File: config.mk
export PLATFORM = sky130hd
export DESIGN_NAME = dual_plate_packet_deframer_flat
export DESIGN_NICKNAME = d
export VERILOG_FILES = /design/src/hw/rtl/dpd_pkg.sv /design/src/hw/rtl/dpd_if.sv /design/src/hw/rtl/dpd_front.sv /design/src/hw/rtl/dpd_queue.sv /design/src/hw/rtl/dpd_back.sv /design/src/hw/rtl/dual_plate_packet_deframer.sv /design/src/flat_wrapper.sv
export SDC_FILE = /design/constraint.sdc
export NUM_CORES = 2
export LEC_CHECK = 0
export BUFFER_PORTS_ARGS = -buffer_cell sky130_fd_sc_hd__buf_2
export CORE_MARGIN = 2
export CORE_UTILIZATION = 50
export CTS_CLUSTER_SIZE = 24
export DETAILED_ROUTE_END_ITERATION = 6
export GPL_TIMING_DRIVEN = 0
export PLACE_DENSITY = 0.69
export SYNTH_ARGS = -nofsm -noshare
export SYNTH_HDL_FRONTEND = slang
export SYNTH_SLANG_ARGS = --single-unit
File: constraint.sdc
create_clock -name clk_i -period 8.8 [get_ports clk_i]
set_input_delay 1.76 -clock clk_i [delete_from_list [all_inputs] [get_ports clk_i]]
set_output_delay 1.76 -clock clk_i [all_outputs]
set_load 0.02 [all_outputs]
File: src/hw/rtl/dpd_pkg.sv
`timescale 1ns / 1ps
// Package of the dual-plate packet deframer: codes, queue entry and result beat types.
// No dependencies; every other file but dpd_if refers to it by scoped names.
package dpd_pkg;

  localparam logic [7:0] MarkerByte = 8'h80;
  localparam int unsigned QueueDepth = 4;
  localparam int unsigned QueueAw = $clog2(QueueDepth);

  typedef enum logic [1:0] {
    KIND_BLOCK = 2'd0,
    KIND_EVENT = 2'd1,
    KIND_ERROR = 2'd2
  } result_kind_e;

  typedef enum logic [1:0] {
    PH_RECORD = 2'd0,
    PH_FIRST  = 2'd1,
    PH_SECOND = 2'd2
  } phase_e;

  localparam logic [1:0] PlateOne = 2'd1;
  localparam logic [1:0] PlateTwo = 2'd2;

  // One packet end or one in-packet marker error, as handed from parser to emitter.
  typedef struct packed {
    logic        is_error;
    logic [31:0] block_number;
    logic [7:0]  busy0;
    logic [7:0]  busy1;
    logic [31:0] count0;
    logic [31:0] count1;
    logic [23:0] factor0;
    logic [23:0] factor1;
    logic        change0;
    logic        change1;
    logic [7:0]  flag0;
    logic [7:0]  flag1;
    logic [55:0] time0;
    logic [55:0] time1;
  } job_t;

  typedef struct packed {
    result_kind_e result_kind;
    logic [31:0]  block_number;
    logic [7:0]   first_busy;
    logic [31:0]  first_count;
    logic [23:0]  first_factor;
    logic [7:0]   second_busy;
    logic [31:0]  second_count;
    logic [23:0]  second_factor;
    logic [1:0]   event_plate;
    logic [7:0]   event_busy;
    logic [55:0]  event_time;
    logic         last;
  } res_t;

  typedef struct packed {
    logic not_empty;
    logic full;
  } queue_status_t;

endpackage

File: src/hw/rtl/dpd_if.sv
`timescale 1ns / 1ps
// Handshake channels of the deframer: byte input, configuration write, result output.
// Depends on nothing; payload widths follow the field list.
interface dpd_in_if;
  logic       valid;
  logic       ready;
  logic [7:0] data_byte;
  modport source (output valid, output data_byte, input ready);
  modport sink (input valid, input data_byte, output ready);
endinterface

interface dpd_cfg_if;
  logic       valid;
  logic       ready;
  logic [2:0] data;
  modport source (output valid, output data, input ready);
  modport sink (input valid, input data, output ready);
endinterface

interface dpd_out_if;
  logic        valid;
  logic        ready;
  logic [1:0]  result_kind;
  logic [31:0] block_number;
  logic [7:0]  first_busy;
  logic [31:0] first_count;
  logic [23:0] first_factor;
  logic [7:0]  second_busy;
  logic [31:0] second_count;
  logic [23:0] second_factor;
  logic [1:0]  event_plate;
  logic [7:0]  event_busy;
  logic [55:0] event_time;
  logic        last;
  modport source (output valid, output result_kind, output block_number,
                  output first_busy, output first_count, output first_factor,
                  output second_busy, output second_count, output second_factor,
                  output event_plate, output event_busy, output event_time,
                  output last, input ready);
  modport sink (input valid, input result_kind, input block_number,
                input first_busy, input first_count, input first_factor,
                input second_busy, input second_count, input second_factor,
                input event_plate, input event_busy, input event_time,
                input last, output ready);
endinterface

File: src/hw/rtl/dpd_front.sv
`timescale 1ns / 1ps
// Byte parser: marker tracking, channel assembly, time product and packet-end jobs.
// Depends on dpd_pkg and the in/cfg channel interfaces.
module dpd_front (
  input  logic                   clk_i,
  input  logic                   rst_ni,
  dpd_in_if.sink                 in_ch,
  dpd_cfg_if.sink                cfg_ch,
  input  dpd_pkg::queue_status_t status_i,
  output logic                   push_o,
  output dpd_pkg::job_t          job_o
);

  logic [2:0]  chan_count_q;
  logic        marker_seen_q, marker_seen_d;
  logic        in_packet_q, in_packet_d;
  logic [4:0]  pos_q, pos_d;
  logic [31:0] pkt_count_q, pkt_count_d;
  logic [7:0]  held_q [3];
  logic [7:0]  held_d [3];
  logic [23:0] factor_q [2];
  logic [23:0] factor_d [2];
  logic [7:0]  flag_q [2];
  logic [7:0]  flag_d [2];
  logic [31:0] counter_q [2];
  logic [31:0] counter_d [2];
  logic [55:0] time_q [2];
  logic [55:0] time_d [2];
  logic [7:0]  busy_q [2];
  logic [7:0]  busy_d [2];

  logic        accept, is_marker, double_marker, take, pkt_end;
  logic [1:0]  chan, sub;
  logic        plate;
  logic [2:0]  eff;
  logic [4:0]  end_pos, pos_inc;
  logic [31:0] counter_new;
  logic [55:0] product;

  assign in_ch.ready  = !status_i.full;
  assign cfg_ch.ready = 1'b1;

  assign accept        = in_ch.valid && in_ch.ready;
  assign is_marker     = (in_ch.data_byte == dpd_pkg::MarkerByte);
  assign double_marker = is_marker && marker_seen_q;
  assign take          = accept && in_packet_q && !double_marker;
  assign chan          = pos_q[3:2];
  assign sub           = pos_q[1:0];
  assign plate         = chan[1];
  assign pos_inc       = pos_q + 5'd1;
  assign end_pos       = {eff, 2'b00};
  assign pkt_end       = take && (pos_inc == end_pos);
  assign counter_new   = {in_ch.data_byte, held_q[2], held_q[1], held_q[0]};
  assign product       = 56'(counter_new) * 56'(factor_q[plate]);

  always_comb begin
    case (chan_count_q) inside
      3'd1, 3'd2, 3'd3, 3'd4: eff = chan_count_q;
      3'd0:                   eff = 3'd1;
      default:                eff = 3'd4;
    endcase
  end

  always_comb begin
    held_d      = held_q;
    factor_d    = factor_q;
    flag_d      = flag_q;
    counter_d   = counter_q;
    time_d      = time_q;
    busy_d      = busy_q;
    pkt_count_d = pkt_count_q;
    marker_seen_d = marker_seen_q;
    in_packet_d = in_packet_q;
    pos_d       = pos_q;
    if (accept) begin
      if (double_marker) begin
        marker_seen_d = 1'b0;
        in_packet_d   = 1'b1;
        pos_d         = '0;
      end else begin
        marker_seen_d = is_marker;
      end
    end
    if (take) begin
      pos_d = pos_inc;
      case (sub)
        2'd0: held_d[0] = in_ch.data_byte;
        2'd1: held_d[1] = in_ch.data_byte;
        2'd2: held_d[2] = in_ch.data_byte;
        default: begin
          if (chan[0]) begin
            counter_d[plate] = counter_new;
            time_d[plate]    = product;
          end else begin
            factor_d[plate] = {held_q[0], held_q[1], held_q[2]};
            flag_d[plate]   = in_ch.data_byte;
          end
        end
      endcase
    end
    if (pkt_end) begin
      pkt_count_d = pkt_count_q + 32'd1;
      busy_d      = flag_d;
      in_packet_d = 1'b0;
    end
  end

  assign push_o = (accept && double_marker && in_packet_q) || pkt_end;

  always_comb begin
    job_o.is_error     = !pkt_end;
    job_o.block_number = pkt_count_q + 32'd1;
    job_o.busy0        = busy_q[0];
    job_o.busy1        = busy_q[1];
    job_o.count0       = counter_d[0];
    job_o.count1       = counter_d[1];
    job_o.factor0      = factor_d[0];
    job_o.factor1      = factor_d[1];
    job_o.change0      = (busy_q[0] != flag_d[0]);
    job_o.change1      = (busy_q[1] != flag_d[1]);
    job_o.flag0        = flag_d[0];
    job_o.flag1        = flag_d[1];
    job_o.time0        = time_d[0];
    job_o.time1        = time_d[1];
  end

  always_ff @(posedge clk_i or negedge rst_ni) begin
    if (!rst_ni) begin
      chan_count_q  <= 3'd4;
      marker_seen_q <= 1'b0;
      in_packet_q   <= 1'b0;
      pos_q         <= '0;
      pkt_count_q   <= '0;
      held_q        <= '{default: '0};
      factor_q      <= '{default: '0};
      flag_q        <= '{default: '0};
      counter_q     <= '{default: '0};
      time_q        <= '{default: '0};
      busy_q        <= '{default: '0};
    end else begin
      if (cfg_ch.valid) begin
        chan_count_q <= cfg_ch.data;
      end
      marker_seen_q <= marker_seen_d;
      in_packet_q   <= in_packet_d;
      pos_q         <= pos_d;
      pkt_count_q   <= pkt_count_d;
      held_q        <= held_d;
      factor_q      <= factor_d;
      flag_q        <= flag_d;
      counter_q     <= counter_d;
      time_q        <= time_d;
      busy_q        <= busy_d;
    end
  end

endmodule

File: src/hw/rtl/dpd_queue.sv
`timescale 1ns / 1ps
// Short job queue between parser and emitter, registered entries.
// Depends on dpd_pkg for the entry type and depth.
module dpd_queue (
  input  logic                   clk_i,
  input  logic                   rst_ni,
  input  logic                   push_i,
  input  dpd_pkg::job_t          job_i,
  input  logic                   pop_i,
  output dpd_pkg::job_t          head_o,
  output dpd_pkg::queue_status_t status_o
);

  dpd_pkg::job_t mem_q [dpd_pkg::QueueDepth];
  logic [dpd_pkg::QueueAw-1:0] wr_ptr_q, rd_ptr_q;
  logic [dpd_pkg::QueueAw:0]   fill_q;

  assign head_o             = mem_q[rd_ptr_q];
  assign status_o.not_empty = (fill_q != '0);
  assign status_o.full      = (fill_q == (dpd_pkg::QueueAw+1)'(dpd_pkg::QueueDepth));

  always_ff @(posedge clk_i) begin
    if (push_i) begin
      mem_q[wr_ptr_q] <= job_i;
    end
  end

  always_ff @(posedge clk_i or negedge rst_ni) begin
    if (!rst_ni) begin
      wr_ptr_q <= '0;
      rd_ptr_q <= '0;
      fill_q   <= '0;
    end else begin
      if (push_i) begin
        wr_ptr_q <= wr_ptr_q + 1'b1;
      end
      if (pop_i) begin
        rd_ptr_q <= rd_ptr_q + 1'b1;
      end
      case ({push_i, pop_i})
        2'b10:   fill_q <= fill_q + 1'b1;
        2'b01:   fill_q <= fill_q - 1'b1;
        default: fill_q <= fill_q;
      endcase
    end
  end

endmodule

File: src/hw/rtl/dpd_back.sv
`timescale 1ns / 1ps
// Result emitter: expands each job into its record, change events or error beat.
// Depends on dpd_pkg and the out channel interface.
module dpd_back (
  input  logic                   clk_i,
  input  logic                   rst_ni,
  input  dpd_pkg::job_t          head_i,
  input  dpd_pkg::queue_status_t status_i,
  output logic                   pop_o,
  dpd_out_if.source              out_ch
);

  dpd_pkg::phase_e phase_q, phase_d;
  dpd_pkg::res_t   beat, res_q;
  logic            out_valid_q, load;

  assign load  = status_i.not_empty && (!out_valid_q || out_ch.ready);
  assign pop_o = load && beat.last;

  always_comb begin
    beat             = '0;
    beat.result_kind = dpd_pkg::KIND_BLOCK;
    phase_d          = phase_q;
    if (head_i.is_error) begin
      beat.result_kind = dpd_pkg::KIND_ERROR;
      beat.last        = 1'b1;
    end else begin
      unique case (phase_q)
        dpd_pkg::PH_RECORD: begin
          beat.result_kind   = dpd_pkg::KIND_BLOCK;
          beat.block_number  = head_i.block_number;
          beat.first_busy    = head_i.busy0;
          beat.first_count   = head_i.count0;
          beat.first_factor  = head_i.factor0;
          beat.second_busy   = head_i.busy1;
          beat.second_count  = head_i.count1;
          beat.second_factor = head_i.factor1;
          beat.last          = !head_i.change0 && !head_i.change1;
        end
        dpd_pkg::PH_FIRST: begin
          beat.result_kind = dpd_pkg::KIND_EVENT;
          beat.event_plate = dpd_pkg::PlateOne;
          beat.event_busy  = head_i.flag0;
          beat.event_time  = head_i.time0;
          beat.last        = !head_i.change1;
        end
        default: begin
          beat.result_kind = dpd_pkg::KIND_EVENT;
          beat.event_plate = dpd_pkg::PlateTwo;
          beat.event_busy  = head_i.flag1;
          beat.event_time  = head_i.time1;
          beat.last        = 1'b1;
        end
      endcase
    end
    if (load) begin
      if (beat.last) begin
        phase_d = dpd_pkg::PH_RECORD;
      end else if (phase_q == dpd_pkg::PH_RECORD && head_i.change0) begin
        phase_d = dpd_pkg::PH_FIRST;
      end else begin
        phase_d = dpd_pkg::PH_SECOND;
      end
    end
  end

  always_ff @(posedge clk_i or negedge rst_ni) begin
    if (!rst_ni) begin
      phase_q     <= dpd_pkg::PH_RECORD;
      out_valid_q <= 1'b0;
    end else begin
      phase_q <= phase_d;
      if (load) begin
        out_valid_q <= 1'b1;
      end else if (out_ch.ready) begin
        out_valid_q <= 1'b0;
      end
    end
  end

  always_ff @(posedge clk_i) begin
    if (load) begin
      res_q <= beat;
    end
  end

  assign out_ch.valid         = out_valid_q;
  assign out_ch.result_kind   = res_q.result_kind;
  assign out_ch.block_number  = res_q.block_number;
  assign out_ch.first_busy    = res_q.first_busy;
  assign out_ch.first_count   = res_q.first_count;
  assign out_ch.first_factor  = res_q.first_factor;
  assign out_ch.second_busy   = res_q.second_busy;
  assign out_ch.second_count  = res_q.second_count;
  assign out_ch.second_factor = res_q.second_factor;
  assign out_ch.event_plate   = res_q.event_plate;
  assign out_ch.event_busy    = res_q.event_busy;
  assign out_ch.event_time    = res_q.event_time;
  assign out_ch.last          = res_q.last;

endmodule

File: src/hw/rtl/dual_plate_packet_deframer.sv
`timescale 1ns / 1ps
// Top level of the dual-plate packet deframer: parser, job queue, result emitter.
// Depends on dpd_pkg, dpd_if, dpd_front, dpd_queue and dpd_back.
//
//   channel  dir  beat carries
//   in_ch    in   data_byte, one serial byte
//   cfg_ch   in   data, channel_count (3 bits), always ready
//   out_ch   out  one result: record, plate change event or marker error
//
// One byte a cycle; the parser updates all state and forms the time product in that cycle.
// A packet end queues one job, emitted as one to three beats at one beat a cycle.
// Input stalls only when the four-entry job queue is full; output stalls hold the beat.
// Reset clears all state but the queue entries and the output beat register; channel_count returns to four.
module dual_plate_packet_deframer (
  input  logic      clk_i,
  input  logic      rst_ni,
  dpd_in_if.sink    in_ch,
  dpd_cfg_if.sink   cfg_ch,
  dpd_out_if.source out_ch
);

  logic                   push, pop;
  dpd_pkg::job_t          job, head;
  dpd_pkg::queue_status_t status;

  dpd_front u_front (
    .clk_i    (clk_i),
    .rst_ni   (rst_ni),
    .in_ch    (in_ch),
    .cfg_ch   (cfg_ch),
    .status_i (status),
    .push_o   (push),
    .job_o    (job)
  );

  dpd_queue u_queue (
    .clk_i    (clk_i),
    .rst_ni   (rst_ni),
    .push_i   (push),
    .job_i    (job),
    .pop_i    (pop),
    .head_o   (head),
    .status_o (status)
  );

  dpd_back u_back (
    .clk_i    (clk_i),
    .rst_ni   (rst_ni),
    .head_i   (head),
    .status_i (status),
    .pop_o    (pop),
    .out_ch   (out_ch)
  );

endmodule
File: src/flat_wrapper.sv
// flat-port wrapper written by rule: the top's interface ports become plain ports
module dual_plate_packet_deframer_flat 
  (clk_i, rst_ni, in_ch_valid, in_ch_data_byte, in_ch_ready, cfg_ch_valid, cfg_ch_data, cfg_ch_ready, out_ch_valid, out_ch_result_kind, out_ch_block_number, out_ch_first_busy, out_ch_first_count, out_ch_first_factor, out_ch_second_busy, out_ch_second_count, out_ch_second_factor, out_ch_event_plate, out_ch_event_busy, out_ch_event_time, out_ch_last, out_ch_ready);
  dpd_in_if in_ch_i ();
  dpd_cfg_if cfg_ch_i ();
  dpd_out_if out_ch_i ();
  input  logic clk_i;
  input  logic rst_ni;
  input wire logic [$bits(in_ch_i.valid)-1:0] in_ch_valid;
  input wire logic [$bits(in_ch_i.data_byte)-1:0] in_ch_data_byte;
  output wire logic [$bits(in_ch_i.ready)-1:0] in_ch_ready;
  input wire logic [$bits(cfg_ch_i.valid)-1:0] cfg_ch_valid;
  input wire logic [$bits(cfg_ch_i.data)-1:0] cfg_ch_data;
  output wire logic [$bits(cfg_ch_i.ready)-1:0] cfg_ch_ready;
  output wire logic [$bits(out_ch_i.valid)-1:0] out_ch_valid;
  output wire logic [$bits(out_ch_i.result_kind)-1:0] out_ch_result_kind;
  output wire logic [$bits(out_ch_i.block_number)-1:0] out_ch_block_number;
  output wire logic [$bits(out_ch_i.first_busy)-1:0] out_ch_first_busy;
  output wire logic [$bits(out_ch_i.first_count)-1:0] out_ch_first_count;
  output wire logic [$bits(out_ch_i.first_factor)-1:0] out_ch_first_factor;
  output wire logic [$bits(out_ch_i.second_busy)-1:0] out_ch_second_busy;
  output wire logic [$bits(out_ch_i.second_count)-1:0] out_ch_second_count;
  output wire logic [$bits(out_ch_i.second_factor)-1:0] out_ch_second_factor;
  output wire logic [$bits(out_ch_i.event_plate)-1:0] out_ch_event_plate;
  output wire logic [$bits(out_ch_i.event_busy)-1:0] out_ch_event_busy;
  output wire logic [$bits(out_ch_i.event_time)-1:0] out_ch_event_time;
  output wire logic [$bits(out_ch_i.last)-1:0] out_ch_last;
  input wire logic [$bits(out_ch_i.ready)-1:0] out_ch_ready;
  assign in_ch_i.valid = in_ch_valid;
  assign in_ch_i.data_byte = in_ch_data_byte;
  assign in_ch_ready = in_ch_i.ready;
  assign cfg_ch_i.valid = cfg_ch_valid;
  assign cfg_ch_i.data = cfg_ch_data;
  assign cfg_ch_ready = cfg_ch_i.ready;
  assign out_ch_valid = out_ch_i.valid;
  assign out_ch_result_kind = out_ch_i.result_kind;
  assign out_ch_block_number = out_ch_i.block_number;
  assign out_ch_first_busy = out_ch_i.first_busy;
  assign out_ch_first_count = out_ch_i.first_count;
  assign out_ch_first_factor = out_ch_i.first_factor;
  assign out_ch_second_busy = out_ch_i.second_busy;
  assign out_ch_second_count = out_ch_i.second_count;
  assign out_ch_second_factor = out_ch_i.second_factor;
  assign out_ch_event_plate = out_ch_i.event_plate;
  assign out_ch_event_busy = out_ch_i.event_busy;
  assign out_ch_event_time = out_ch_i.event_time;
  assign out_ch_last = out_ch_i.last;
  assign out_ch_i.ready = out_ch_ready;
  dual_plate_packet_deframer u_core (.clk_i(clk_i), .rst_ni(rst_ni), .in_ch(in_ch_i), .cfg_ch(cfg_ch_i), .out_ch(out_ch_i));
endmodule
; Word level (Yosys, flattened, before mapping)
; Memories as Yosys holds them, arrays and structs flattened.
; Index checks and enable logic that the tools add are counted.
[totals]
reg_bits = 561
mem_bits_rw = 1164
in_bits = 16
out_inout_bits = 232
n_memories = 1
[classes]
add_sub_neg = 6
mul = 1
n_lt_le_gt_ge = 2
eq_ne = 14
mux = 47
bitwise = 2
reduce_logical = 38
[mem_list]
columns = name, words, width, read_ports, rd_ports_with_merged_regs, write_ports, line
row1 = u_core.u_queue.mem_q, 4, 291, 1, 0, 1, dpd_queue.sv:14  ; dpd_pkg::job_t mem_q [dpd_pkg::QueueDepth];
[op_table]
columns = operator, count
row1 = two-way mux 112 bit, 3
row2 = two-way mux 64 bit, 3
row3 = two-way mux 48 bit, 3
row4 = one-hot mux 66 bit (2 select lines), 1
row5 = bitwise mux 112 bit, 1
row6 = two-way mux 24 bit, 4
row7 = bitwise mux 64 bit, 1
row8 = demux 56 bit (select 1 bit), 1
row9 = multiplier 32 x 24 -> 56 bit, 1
row10 = two-way mux 56 bit, 1
row11 = bitwise mux 48 bit, 1
row12 = two-way mux 16 bit, 3
row13 = "adder 32 x 1 -> 32 bit, second input constant", 1
row14 = demux 32 bit (select 1 bit), 1
row15 = two-way mux 32 bit, 1
row16 = demux 24 bit (select 1 bit), 1
row17 = bitwise mux 16 bit, 1
row18 = inequality test 8 bit, 2
row19 = two-way mux 5 bit, 3
row20 = logical AND 1 bit, 12
row21 = nonzero test 2 bit, 6
row22 = two-way mux 1 bit, 10
row23 = AND reduction 2 bit, 5
row24 = demux 8 bit (select 1 bit), 1
row25 = 28 further kinds, 43

; Longest topological paths before layout
[depth]
ltp_word = 10
depth_mapped = 29

; Hierarchy
; From an unflattened synthesis, not the netlist that was laid out.
[hier_totals]
cells_unflattened = 6262
area_unflattened_um2 = 90126.4
[by_module_without_submodules]
columns = module, n_inst, cells_per_inst, area_each_um2
row1 = dpd_queue, 1, 1553, 42502.0
row2 = dpd_front, 1, 4205, 38799.7
row3 = dpd_back, 1, 504, 8824.7

; Worst setup path before layout
; Ideal clock, no wire load.
[synth_path]
path_type = input-to-reg
start = input port in_ch_data_byte[7]
end = memory u_core.u_queue.mem_q[0][0] in the netlist's numbering, enable pin
setup_time_ns = 0.690
arrival_ns = 9.681
setup_slack_ns = -1.571
stages = 8
n_path_buf = 0
cell_sequence = nor4b_1 -> nand3_1 -> and3_4 -> nand2_4 -> nor2_2 -> clkinv_1 -> nand2_1 -> and2_1
[synth_between]
elab_chain_cells = 8
elab_cells_between_ends = 10
cone_classes = eq/ne: 1 / mux: 2 / reduce/logical: 7
[synth_lines]
columns = element, line
row1 = start: declaration, flat_wrapper.sv:10  ; input wire logic [$bits(in_ch_i.data_byte)-1:0] in_ch_data_byte;
row2 = equality test 8 bit *, dpd_front.sv:44  ; assign is_marker = (in_ch.data_byte == dpd_pkg::MarkerByte);
row3 = logical AND 1 bit *, dpd_front.sv:45  ; assign double_marker = is_marker && marker_seen_q;
row4 = logical NOT 1 bit, dpd_front.sv:46  ; assign take = accept && in_packet_q && !double_marker;
row5 = logical AND 1 bit, dpd_front.sv:46
row6 = logical AND 1 bit, dpd_front.sv:52  ; assign pkt_end = take && (pos_inc == end_pos);
row7 = logical OR 1 bit *, dpd_front.sv:108  ; assign push_o = (accept && double_marker && in_packet_q) || pkt_end;
row8 = two-way mux 1 bit *, dpd_queue.sv:23  ; if (push_i) begin
row9 = two-way mux 1 bit (implied by the code) *, dpd_queue.sv:24  ; mem_q[wr_ptr_q] <= job_i;
row10 = end: declaration, dpd_queue.sv:14
; Every way passes the cells marked *; elsewhere a longest branch is shown, timed or not.

==> results_dict.tcl <==
set metrics [dict create \
    p_sw_mw 6.23 \
    critPathKind "register to register" \
    placeableCoreArea_um2 177000 \
    drv_cap 0 \
    pin_count 248 \
    max_stage_delay_ps 720 \
    path_buf_inv 6 \
    p_int_mw 15.8 \
    period_needed_ps 8720 \
    grt_max_degree 133 \
    pwr-share-comb_pct 22.3 \
    avgViaCountPerCell 5.61 \
    finalSetupViolCount 0 \
    antenna_found_initial 24 \
    fin_tns_setup_ps 0 \
    syn2layout_area_growth_pct 13.2 \
    finClkSkew_ps 69.0 \
    rsz0062_at_grt "yes" \
    dr.pass1.iters 6 \
    first_iter_violations 4252 \
    grt_use_met2_pct 41.5 \
    met1_usage_pct 35.4 \
    finalHoldViolations 0 \
    async_flop_share_pct 19.2 \
    final_max_slew_viol_count 0 \
    cts_hold_buf 0 \
    swShare_pct 28.3 \
    synth_area_um2 89100 \
    postLayoutCoreUtil_pct 57.1 \
    num_vias 49800 \
    dp_hpwl_um 163000 \
    outcome "completed" \
    cp-start-kind "register" \
    synth.distinct_cells 75 \
    relSlewSlack_pct 6.84 \
    die_x_um 426 \
    gp_congestion 0.955 \
    path_max_fanout 10 \
    htree_levels 4 \
    nFillCells 13700 \
    synth_ff_type "edfxtp_1" \
    place_area_um2 94000 \
    synth_fp_nets 6784 \
    clk_pin_slew_ps 70 \
    syn_avg_cell_area_um2 15.1 \
    power_per_cell_area_nw_per_um2 218 \
    start_util_pct 50.4 \
    cts_tree "yes" \
    gr-total-overflow 0 \
    worst_ep_arrival_time_ps 9260 \
    rows 154 \
    synth-seq-cells 1725 \
    nNetsFinal 7254 \
    cts-buffers-inserted 172 \
    die-area_um2 182000 \
    met3_usage_pct 4.51 \
    totalWireLength_um 228000 \
    clk_latency_ps 860 \
    io_buffers 246 \
    drive_gt1_share_pct 20.1 \
    clock_sinks 1725 \
    post-route-period-util_pct 99.1 \
    crit_top_cell "fa_1" \
    cp_top_family "adder cells" \
    tightest_slew_ps 1400 \
    routedWlPerCell_um 25.7 \
    final_antenna_net_count 0 \
    clockPowerShare_pct 33.9 \
    p_seq_share_pct 43.7 \
    clockRootBuffer "clkbuf_16" \
    drc 0 \
    die_h_um 426 \
    syn_inst 5916 \
    timing.fmax_mhz 115 \
    slowest_stage "clkbuf_1" \
    max-clock-path-buffers 3 \
    ir_worst_vdd_mv 0.186 \
    min_path_type "register to register" \
    design_area_um2 101000 \
    grt_pass1_vias 52200 \
    synth_warnings 0 \
    yosysSeqAreaShare_pct 56.3 \
    p_leak_nw 39.8 \
    synth-edff-count 1393 \
    p_total_mw 22.0 \
    grtUsageTotal_pct 25.8 \
    crit_required_ps 9350 \
    grt_pass1_wl_um 340000 \
    grt-busiest-layer "met2" \
    endpoint_kind "register" \
]
## sequential cells by signal, summed over array words and instances, names as in the netlist, 3 cells and up
signal                              count
u_core.u_front.counter_new             24
u_core.u_queue.fill_q                   3
u_core.u_back.out_ch.first_count       32
u_core.u_back.out_ch.first_busy         8
u_core.u_front.pkt_count_q             32
u_core.u_front.counter_q               64
u_core.u_front.flag_q                  16
u_core.u_queue.mem_q                 1164
u_core.u_back.out_ch.second_factor     24
u_core.u_front.chan_count_q             3
u_core.u_back.out_ch.first_factor      24
u_core.u_front.time_q                 112
u_core.u_front.factor_q                48
u_core.u_back.out_ch.block_number      32
u_core.u_back.out_ch.event_time        56
u_core.u_back.out_ch.second_busy        8
u_core.u_front.pos_q                    5
u_core.u_front.job_o                   16
u_core.u_back.out_ch.second_count      32
u_core.u_back.out_ch.event_busy         8
## logic make-up after synthesis
family	after synthesis	share of synthesized area, %
buf+inv	1088	4.62
simple gates	1256	7.19
fa+ha+maj	852	17.5
xor+xnor	136	1.34
flops	1725	56.3
mux	577	10.9
compound gates	281	2.14
other cells	1	0.00421
## layer usage
metal / wire [um] / share of wire (%)
met2: 110000 / 48
met5: 24 / 0.011
met3: 17100 / 7.5
met1: 92300 / 40
met4: 9170 / 4.0
## path summary, 6_finish.rpt
kind / startpoint / end / slack, ps / cells after the start
max in group asynchronous: rst_ni / u_core.u_front.counter_q[34] / 6730 / 2
setup reg to reg: u_core.u_front.pos_q[3] / u_core.u_queue.mem_q[0][111] / 80 / 25
hold / removal: u_core.u_front.marker_seen_q / u_core.u_front.marker_seen_q / 500 / 1
hold reg to reg: u_core.u_front.marker_seen_q / u_core.u_front.marker_seen_q / 500 / 1
setup / recovery: u_core.u_front.pos_q[3] / u_core.u_queue.mem_q[0][111] / 80 / 25
min in group asynchronous: rst_ni / u_core.u_front.time_q[40] / 910 / 1
## metrics by stage
step	cells	hold slack [ps]	setup slack [ps]
2_1_floorplan	5916	455	471
3_3_place_gp	8502	470	-2380
3_5_place_dp	8528	489	-2400
4_1_cts	8852	500	1.52
5_1_grt	8876	519	-45.2
6_report	8880	497	83.4
## cells in the mapped netlist, types with 25 or more instances
| master | count | area [um^2] |
|---|---|---|
| edfxtp_1 | 1393 | 41800 |
| inv_1 | 755 | 2830 |
| fa_1 | 659 | 13200 |
| nand2_1 | 493 | 1850 |
| dfrtp_1 | 331 | 8280 |
| and2_1 | 304 | 1900 |
| mux4_2 | 291 | 6550 |
| clkbuf_1 | 273 | 1020 |
| mux2_2 | 271 | 3050 |
| nor2b_1 | 257 | 1610 |
| ha_1 | 193 | 2410 |
| nor2_1 | 86 | 323 |
| xnor2_1 | 78 | 683 |
| a21oi_1 | 68 | 340 |
| o21ai_0 | 63 | 315 |
| a22o_1 | 62 | 543 |
| xor2_1 | 58 | 508 |
| buf_1 | 40 | 150 |
| nand4_1 | 28 | 175 |
| nand3_1 | 25 | 125 |
## power groups by stage
stage,clock (mW),sequential [mW],combinational [mW]
2_1_floorplan,0,10.5,2.60
3_3_place_gp,0,9.89,4.97
3_5_place_dp,0,9.80,5.00
4_1_cts,7.60,9.64,5.04
5_1_grt,7.92,9.67,5.26
6_report,7.48,9.63,4.92
## area by class of cell
type / instances / area, um^2 / area share (%)
sequential: 1725 / 50100 / 49.7
buffer: 323 / 1650 / 1.63
antenna: 6 / 15.0 / 0.0149
multi-input combinational: 3103 / 35200 / 34.8
inverter: 757 / 2850 / 2.83
tap: 2340 / 2930 / 2.90
timing repair buffer: 304 / 2250 / 2.23
clock buffer: 222 / 4650 / 4.61
clock inverter: 100 / 1260 / 1.25
## repair_timing
item | 4_1_cts | 5_1_grt
pin swaps | 2 | 11
gates cloned | 0 | 1
buffers inserted | 5 | 26
gates resized for setup | 157 | 192
endpoints found under the setup margin | 390 | 231
## cells in the final DEF, fill, tap and decap left out, types with 67 or more instances in the layout
cell	n
dfrtp_1	328
a21oi_1	67
clkbuf_1	187
ha_1	189
xnor2_1	76
buf_2	263
fa_1	653
mux4_2	291
nor2_1	86
mux2_2	257
and2_1	300
edfxtp_1	1393
inv_1	754
clkbuf_16	174
nand2_1	493
nor2b_1	254
No activity file was read; power rests on OpenSTA's default activity.
